<file path="config.mk">
export PLATFORM = sky130hd
export DESIGN_NAME = multicast_range_filter_core
export DESIGN_NICKNAME = d
export VERILOG_FILES = /design/src/rtl/mrf_pkg.sv /design/src/rtl/multicast_range_filter_core.sv /design/src/rtl/mrf_ram.sv /design/src/rtl/mrf_cmp.sv
export SDC_FILE = /design/constraint.sdc
export NUM_CORES = 2
export LEC_CHECK = 0
export BUFFER_PORTS_ARGS = -buffer_cell sky130_fd_sc_hd__buf_4
export CAP_MARGIN = 20
export CORE_MARGIN = 2
export CORE_UTILIZATION = 50
export DETAILED_ROUTE_END_ITERATION = 10
export GPL_ROUTABILITY_DRIVEN = 0
export PLACE_DENSITY = 0.77
export SLEW_MARGIN = 20
export SYNTH_ARGS = -nofsm -noshare
export SYNTH_HDL_FRONTEND = slang
export SYNTH_SLANG_ARGS = --single-unit
</file>
<file path="constraint.sdc">
create_clock -name clock -period 12.95 [get_ports clock]
set_input_delay 0 -clock clock [delete_from_list [all_inputs] [get_ports clock]]
set_output_delay 0 -clock clock [all_outputs]
set_load 0.02 [all_outputs]
</file>
<file path="src/rtl/mrf_pkg.sv">
// Shared constants, payload types and state codes of the multicast range filter.
package mrf_pkg;

   localparam int MAX_RANGES    = 16;
   localparam int REFCOUNT_BITS = 16;
   localparam int ADDR_W        = 48;
   localparam int GROUP_BIT_POS = 40;
   localparam int IDX_W         = (MAX_RANGES > 1) ? $clog2(MAX_RANGES) : 1;
   localparam int TOTAL_W       = $clog2(MAX_RANGES + 1);

   localparam logic [IDX_W-1:0] LAST_IDX = IDX_W'(MAX_RANGES - 1);

   localparam logic [1:0] FUNC_ADD    = 2'd0;
   localparam logic [1:0] FUNC_REMOVE = 2'd1;
   localparam logic [1:0] FUNC_FILTER = 2'd2;

   typedef struct packed {
      logic [1:0]        func;
      logic [ADDR_W-1:0] range_low;
      logic [ADDR_W-1:0] range_high;
      logic [ADDR_W-1:0] dest_addr;
   } req_type;

   typedef struct packed {
      logic        ok;
      logic [4:0]  ranges_in_use;
      logic [31:0] bad_multicast_count;
   } rsp_type;

   typedef struct packed {
      logic [ADDR_W-1:0]        lower;
      logic [ADDR_W-1:0]        upper;
      logic [REFCOUNT_BITS-1:0] refcount;
   } entry_type;

   localparam int ENTRY_W = $bits(entry_type);

   typedef struct packed {
      logic exact;
      logic in_range;
   } cmp_type;

   typedef enum logic [1:0] {
      ST_IDLE,
      ST_SCAN,
      ST_DRAIN,
      ST_FINISH
   } state_type;

endpackage

</file>
<file path="src/rtl/multicast_range_filter_core.sv">
// Multicast address range filter: range table, sequencer and result registers.
//
// Usage: present an item on req_data and raise start; it is taken at a rising
// edge where start is high and busy is low. func selects add range, remove
// range or filter dest_addr; the other fields are ignored by the chosen func.
// Every item gives exactly one result on rsp_data, shown for one cycle with
// rsp_valid high. The receiver cannot stall, so results are never held back.
// The sequencer walks the range table in RAM one entry a cycle through a single
// compare unit, then a drain state waits for the registered read and a finish
// state updates the table; busy drops in the cycle the result is shown, so a new
// item can be taken while that result is on the ports.
// csr_wr_data sets the promiscuous bit on a cycle with csr_wr_en high; write
// it only while the block is idle.
// Reset empties the table, clears the range and reject counters and the
// promiscuous bit; it needs no clearing pass.
module multicast_range_filter_core (
   input  logic             clock,
   input  logic             reset,
   input  logic             start,
   output logic             busy,
   input  mrf_pkg::req_type req_data,
   output logic             rsp_valid,
   output mrf_pkg::rsp_type rsp_data,
   input  logic             csr_wr_en,
   input  logic             csr_wr_data
);
   import mrf_pkg::*;

   state_type                state_ff, state_in;
   req_type                  req_ff, req_in;
   logic [IDX_W-1:0]         scan_idx_ff, scan_idx_in;
   logic                     cmp_pend_ff, cmp_pend_in;
   logic [IDX_W-1:0]         cmp_idx_ff, cmp_idx_in;
   logic                     found_ff, found_in;
   logic [IDX_W-1:0]         found_idx_ff, found_idx_in;
   logic [REFCOUNT_BITS-1:0] found_cnt_ff, found_cnt_in;
   logic                     free_ff, free_in;
   logic [IDX_W-1:0]         free_idx_ff, free_idx_in;
   logic                     hit_ff, hit_in;
   logic [MAX_RANGES-1:0]    valid_ff, valid_in;
   logic [TOTAL_W-1:0]       total_ff, total_in;
   logic [31:0]              reject_ff, reject_in;
   logic                     prom_ff;
   logic                     rsp_valid_ff, rsp_valid_in;
   rsp_type                  rsp_ff, rsp_in;

   logic                     ram_wr_en;
   logic [IDX_W-1:0]         ram_wr_addr;
   entry_type                ram_wr_data;
   logic [ENTRY_W-1:0]       ram_rd_data;
   entry_type                rd_entry;
   cmp_type                  cmp_res;
   logic                     entry_live;
   logic                     ok;
   logic [REFCOUNT_BITS-1:0] dec_cnt;

   mrf_ram #(
      .WIDTH (ENTRY_W),
      .DEPTH (MAX_RANGES),
      .ADDR_W(IDX_W)
   ) u_table (
      .clock  (clock),
      .wr_en  (ram_wr_en),
      .wr_addr(ram_wr_addr),
      .wr_data(ram_wr_data),
      .rd_addr(scan_idx_ff),
      .rd_data(ram_rd_data)
   );

   assign rd_entry = entry_type'(ram_rd_data);

   mrf_cmp u_cmp (
      .entry (rd_entry),
      .key   (req_ff),
      .result(cmp_res)
   );

   assign entry_live = valid_ff[cmp_idx_ff];
   assign dec_cnt    = found_cnt_ff - REFCOUNT_BITS'(1);

   // Next state
   always_comb begin
      state_in = state_ff;
      case (state_ff)
         ST_IDLE: begin
            if (start) begin
               state_in = ST_SCAN;
            end
         end
         ST_SCAN: begin
            if (scan_idx_ff == LAST_IDX) begin
               state_in = ST_DRAIN;
            end
         end
         ST_DRAIN:  state_in = ST_FINISH;
         ST_FINISH: state_in = ST_IDLE;
         default:   state_in = ST_IDLE;
      endcase
   end

   // Datapath and outputs
   always_comb begin
      req_in       = req_ff;
      scan_idx_in  = scan_idx_ff;
      cmp_pend_in  = 1'b0;
      cmp_idx_in   = cmp_idx_ff;
      found_in     = found_ff;
      found_idx_in = found_idx_ff;
      found_cnt_in = found_cnt_ff;
      free_in      = free_ff;
      free_idx_in  = free_idx_ff;
      hit_in       = hit_ff;
      valid_in     = valid_ff;
      total_in     = total_ff;
      reject_in    = reject_ff;
      rsp_valid_in = 1'b0;
      rsp_in       = rsp_ff;
      ram_wr_en    = 1'b0;
      ram_wr_addr  = found_idx_ff;
      ram_wr_data  = '{lower: req_ff.range_low, upper: req_ff.range_high,
                       refcount: found_cnt_ff};
      ok           = 1'b0;

      // Fold the entry read last cycle into the search results
      if (cmp_pend_ff) begin
         if (entry_live && cmp_res.exact && !found_ff) begin
            found_in     = 1'b1;
            found_idx_in = cmp_idx_ff;
            found_cnt_in = rd_entry.refcount;
         end
         if (!entry_live && !free_ff) begin
            free_in     = 1'b1;
            free_idx_in = cmp_idx_ff;
         end
         if (entry_live && cmp_res.in_range) begin
            hit_in = 1'b1;
         end
      end

      case (state_ff)
         ST_IDLE: begin
            if (start) begin
               req_in      = req_data;
               scan_idx_in = '0;
               found_in    = 1'b0;
               free_in     = 1'b0;
               hit_in      = 1'b0;
            end
         end
         ST_SCAN: begin
            cmp_pend_in = 1'b1;
            cmp_idx_in  = scan_idx_ff;
            if (scan_idx_ff != LAST_IDX) begin
               scan_idx_in = scan_idx_ff + IDX_W'(1);
            end
         end
         ST_DRAIN: begin
            cmp_pend_in = 1'b0;
         end
         ST_FINISH: begin
            case (req_ff.func)
               FUNC_ADD: begin
                  if (found_ff) begin
                     ok        = 1'b1;
                     ram_wr_en = 1'b1;
                     if (found_cnt_ff != {REFCOUNT_BITS{1'b1}}) begin
                        ram_wr_data.refcount = found_cnt_ff + REFCOUNT_BITS'(1);
                     end
                  end else if (free_ff) begin
                     ok                   = 1'b1;
                     ram_wr_en            = 1'b1;
                     ram_wr_addr          = free_idx_ff;
                     ram_wr_data.refcount = REFCOUNT_BITS'(1);
                     valid_in[free_idx_ff] = 1'b1;
                     total_in             = total_ff + TOTAL_W'(1);
                  end
               end
               FUNC_REMOVE: begin
                  if (found_ff) begin
                     ok                   = 1'b1;
                     ram_wr_en            = 1'b1;
                     ram_wr_data.refcount = dec_cnt;
                     // Free the entry when its last reference goes
                     if (dec_cnt == '0) begin
                        valid_in[found_idx_ff] = 1'b0;
                        if (total_ff != '0) begin
                           total_in = total_ff - TOTAL_W'(1);
                        end
                     end
                  end
               end
               FUNC_FILTER: begin
                  if (prom_ff || !req_ff.dest_addr[GROUP_BIT_POS] ||
                      (req_ff.dest_addr == {ADDR_W{1'b1}}) || hit_ff) begin
                     ok = 1'b1;
                  end else begin
                     reject_in = reject_ff + 32'd1;
                  end
               end
               default: ok = 1'b0;
            endcase
            rsp_valid_in               = 1'b1;
            rsp_in.ok                  = ok;
            rsp_in.ranges_in_use       = 5'(total_in);
            rsp_in.bad_multicast_count = reject_in;
         end
         default: cmp_pend_in = 1'b0;
      endcase
   end

   always_ff @(posedge clock) begin
      if (reset) begin
         state_ff     <= ST_IDLE;
         cmp_pend_ff  <= 1'b0;
         valid_ff     <= '0;
         total_ff     <= '0;
         reject_ff    <= '0;
         prom_ff      <= 1'b0;
         rsp_valid_ff <= 1'b0;
         found_ff     <= 1'b0;
         free_ff      <= 1'b0;
         hit_ff       <= 1'b0;
      end else begin
         state_ff     <= state_in;
         cmp_pend_ff  <= cmp_pend_in;
         valid_ff     <= valid_in;
         total_ff     <= total_in;
         reject_ff    <= reject_in;
         rsp_valid_ff <= rsp_valid_in;
         found_ff     <= found_in;
         free_ff      <= free_in;
         hit_ff       <= hit_in;
         if (csr_wr_en) begin
            prom_ff <= csr_wr_data;
         end
      end
   end

   always_ff @(posedge clock) begin
      req_ff       <= req_in;
      scan_idx_ff  <= scan_idx_in;
      cmp_idx_ff   <= cmp_idx_in;
      found_idx_ff <= found_idx_in;
      found_cnt_ff <= found_cnt_in;
      free_idx_ff  <= free_idx_in;
      rsp_ff       <= rsp_in;
   end

   assign busy      = (state_ff != ST_IDLE);
   assign rsp_valid = rsp_valid_ff;
   assign rsp_data  = rsp_ff;

endmodule

</file>
<file path="src/rtl/mrf_ram.sv">
// Generic single-port-write, single-port-read RAM with registered read data.
module mrf_ram #(
   parameter int WIDTH  = 8,
   parameter int DEPTH  = 16,
   parameter int ADDR_W = (DEPTH > 1) ? $clog2(DEPTH) : 1
) (
   input  logic              clock,
   input  logic              wr_en,
   input  logic [ADDR_W-1:0] wr_addr,
   input  logic [WIDTH-1:0]  wr_data,
   input  logic [ADDR_W-1:0] rd_addr,
   output logic [WIDTH-1:0]  rd_data
);

   logic [WIDTH-1:0] mem [DEPTH];
   logic [WIDTH-1:0] rd_data_ff;

   always_ff @(posedge clock) begin
      if (wr_en) begin
         mem[wr_addr] <= wr_data;
      end
      rd_data_ff <= mem[rd_addr];
   end

   assign rd_data = rd_data_ff;

endmodule

</file>
<file path="src/rtl/mrf_cmp.sv">
// Shared compare unit: exact bound match and inclusive range test for one entry.
module mrf_cmp (
   input  mrf_pkg::entry_type entry,
   input  mrf_pkg::req_type   key,
   output mrf_pkg::cmp_type   result
);
   import mrf_pkg::*;

   always_comb begin
      result.exact    = (entry.lower == key.range_low) && (entry.upper == key.range_high);
      result.in_range = (key.dest_addr >= entry.lower) && (key.dest_addr <= entry.upper);
   end

endmodule
</file>
==> impl_metrics.py <==
metrics = {
    "setup_path": {
        "path_buf_inv": 4,
        "cp_data_arrival_time_ps": 5660,
        "worst_path_most_repeated_cell": "buf_4",
        "end_kind": "flip-flop",
        "cp-start-kind": "flip-flop",
        "worst_path_max_delay_cell": "nor2_4",
        "crit_chain": "inv_1 > nand2b_1 > nor2_1 > buf_4 > o21ai_0 > nand2_1 > nor2_4 > buf_4 > buf_4",
        "cp.required_ps": 13400,
        "path_class": "flip-flop to flip-flop",
        "cp_max_fo": 51,
        "critPathMaxStageDelay_ps": 900,
        "cp_top_family": "buffers and inverters",
    },
    "floorplan": {
        "coreArea_mm2": 0.1672,
        "die_w_um": 414.5,
        "pin_count": 191,
        "start_util_pct": 50.38,
        "core.rowCount": 150,
        "die-area_mm2": 0.1718,
        "die_y_um": 414.5,
    },
    "layout": {
        "layout.nets": 4844,
        "fin_cells": 6976,
        "final_common_cell": "edfxtp_1",
        "final_area_mm2": 0.09852,
        "drive_gt1_share_pct": 24.29,
        "final_cell_mix": "edfxtp_1 (2008), mux4_2 (564), dlygate4sd3_1 (298), buf_4 (230), clkbuf_16 (208)",
        "fillerInstances": 11330,
        "area_growth_pct": 16.94,
    },
    "sta": {
        "setup_violations": 0,
        "slew_violations": 0,
        "clock.fmax_ghz": 0.1921,
        "min_period_ps": 5207,
        "fin_crit_sh_pct": 40.21,
        "slew_headroom_pct": 18.03,
        "setup-tns-final_ps": 0,
        "hold_viol": 0,
        "fin_ws_ps": 7743,
        "skew_ps": 52.35,
        "rsz0062_at_grt": "false",
        "tightest_slew_ps": 1229,
    },
    "drt": {
        "via_per_inst": 6.267,
        "vias": 43720,
        "antenna_left": 0,
        "wl_per_cell_um": 30.11,
        "dr.pass1.iters": 10,
        "drtIter0Drc": 5707,
        "wl_um": 210100,
        "drc": 0,
    },
    "grt": {
        "antenna_found_initial": 4,
        "grt_pass1_vias": 44730,
        "grt_max_degree": 165,
        "gr-usage-all-layers_pct": 24.44,
        "grt_overflow": 0,
        "grt_pass1_wl_um": 306800,
    },
    "placement": {
        "dp.cells": 6279,
        "portBuffers": 190,
        "dpl_cell_area_mm2": 0.08853,
        "dp_slack_ps": 7813,
        "place_hpwl_um": 108600,
    },
    "yosys": {
        "syn_inst": 4002,
        "synthFlopType": "edfxtp_1",
        "synth_edf_count": 2008,
        "syn-num-nets": 4261,
        "synth_area_per_cell_um2": 21.05,
        "synth_seq_cells": 2181,
        "synthArstFlopShare_pct": 0,
        "syn_area_mm2": 0.08425,
        "synth_cell_types": 65,
        "yosys_warnings": 0,
        "seq_area_frac_synth_pct": 75.68,
    },
    "cts": {
        "htree_levels": 4,
        "clk_latency_ps": 870,
        "numCtsBuffers": 208,
        "clock-sinks": 2181,
        "root_buffer": "clkbuf_16",
        "cts_resized": 0,
        "cts_max_path_buffers": 3,
        "path_clk_slew_ps": 60,
        "cts_tree": "yes",
    },
    "power_and_ir_drop": {
        "p_comb_share_pct": 22.7,
        "p_sw_share_pct": 28.72,
        "ir_worst_vdd_mv": 0.1791,
        "switchingPower_w": 0.005618,
        "p_int_w": 0.01395,
        "power.leakage_nw": 31.73,
        "power_per_cell_area_mw_per_mm2": 198.6,
        "seq_power_share_pct": 46.0,
        "clockPowerShare_pct": 31.3,
        "p_total_w": 0.01956,
    },
    "hold_path": {
        "hp-class": "primary input to flip-flop",
    },
    "job": {
        "drv_cap": 0,
    },
    "outcome": {
        "outcome": "completed",
    },
}
==> flip-flops by register name, summed over array words and instances, names as in the netlist, 2 cells and up <==
| register | count |
|---|---|
| cmp_idx_ff | 4 |
| found_cnt_ff | 16 |
| found_idx_ff | 4 |
| free_idx_ff | 4 |
| ram_wr_data | 96 |
| reject_ff | 32 |
| req_ff | 50 |
| rsp_data | 38 |
| scan_idx_ff | 4 |
| state_ff | 2 |
| total_ff | 5 |
| u_table.mem | 1792 |
| u_table.rd_data | 112 |
| valid_ff | 16 |
==> through the flow <==
stage,util [%],hold WS [ps]
floorplan,-,98.87
global placement,52.92,178.3
detailed placement,52.94,179.4
CTS,58.87,141.5
global route,58.91,208.2
finish,58.91,192.2
==> cell families (layout without fill, tap and decap cells) <==
group	after synthesis	in the layout	synth area share [%]
other cells	0	1	0
buf+inv	299	1068	1.335
compound gates	244	244	1.842
simple gates	446	446	2.782
flops	2181	2181	75.68
xor+xnor	152	152	1.580
mux	572	572	15.18
fa+ha+maj	108	108	1.604
==> cell usage after synthesis (9+ instances only) <==
library cell | instances | area share, %
a211oi_1 | 9 | 0.080
o311ai_0 | 14 | 0.15
a21o_1 | 15 | 0.13
xor2_1 | 45 | 0.47
mux4_2 | 564 | 15
a21oi_1 | 62 | 0.37
nand4_1 | 70 | 0.52
nor2b_1 | 10 | 0.074
and3_1 | 18 | 0.13
o21ai_0 | 69 | 0.41
nor4_1 | 28 | 0.21
clkbuf_1 | 128 | 0.57
xnor2_1 | 107 | 1.1
nor2_1 | 106 | 0.47
inv_1 | 125 | 0.56
or3_1 | 10 | 0.074
nand2_1 | 68 | 0.30
nand3_1 | 42 | 0.25
nand2b_1 | 16 | 0.12
a31oi_1 | 12 | 0.089
nor3_1 | 35 | 0.21
edfxtp_1 | 2008 | 72
ha_1 | 108 | 1.6
dfxtp_1 | 173 | 4.1
buf_1 | 44 | 0.20
==> worst register-to-register path, delay by kind of cell, from the launching register on <==
| family | cells | cell delay, ps |
|---|---|---|
| AOI/OAI and AO/OA | 1 | 220 |
| buffers and inverters | 4 | 2190 |
| DFF | 1 | 860 |
| and+or+nand+nor | 4 | 1480 |
==> timing repair <==
item | CTS | global route
setup endpoints to repair | 0 | 0
hold buffers | 298 | 0
hold endpoints to repair | 228 | 0
buffers inserted | 0 | 0
==> area by class of cell <==
cell class	count	area (um2)	area share (%)
clock buffer	289	5719	5.805
sequential	2181	63760	64.72
timing repair buffer	547	5087	5.164
clock inverter	107	1202	1.221
multi-input combinational	1522	19520	19.81
antenna	1	2.502	0.002540
tap	2204	2758	2.799
inverter	125	469.2	0.4763
==> power groups by stage <==
stage / Sequential, W / Clock [W] / Combinational, W
6_report: 0.00900 / 0.00613 / 0.00443
2_1_floorplan: 0.00883 / 0 / 0.00307
3_3_place_gp: 0.00909 / 0 / 0.00420
4_1_cts: 0.00898 / 0.00617 / 0.00441
5_1_grt: 0.00904 / 0.00645 / 0.00469
3_5_place_dp: 0.00912 / 0 / 0.00428
==> worst paths after layout <==
| check | start | to | slack [ps] | depth (start not counted) |
|---|---|---|---|---|
| worst min-delay path | reset | reject_ff[22]$_SDFFE_PP0P_ | 190 | 3 |
| worst max-delay path | found_ff$_SDFF_PP0_ | u_table.mem[9][65]$_DFFE_PP_ | 7740 | 9 |
| worst min register to register | u_table.rd_data[5]$_DFF_P_ | found_cnt_ff[5]$_DFFE_PP_ | 400 | 0 |
| worst max register to register | found_ff$_SDFF_PP0_ | u_table.mem[9][65]$_DFFE_PP_ | 7740 | 9 |
==> routing by layer <==
metal	track usage, %	wire length, um
met1	32.09	76850
met2	39.61	102600
met5	0	70
met4	11.84	11250
met3	4.642	19260
Note: power is estimated with default switching activity, not from simulation.
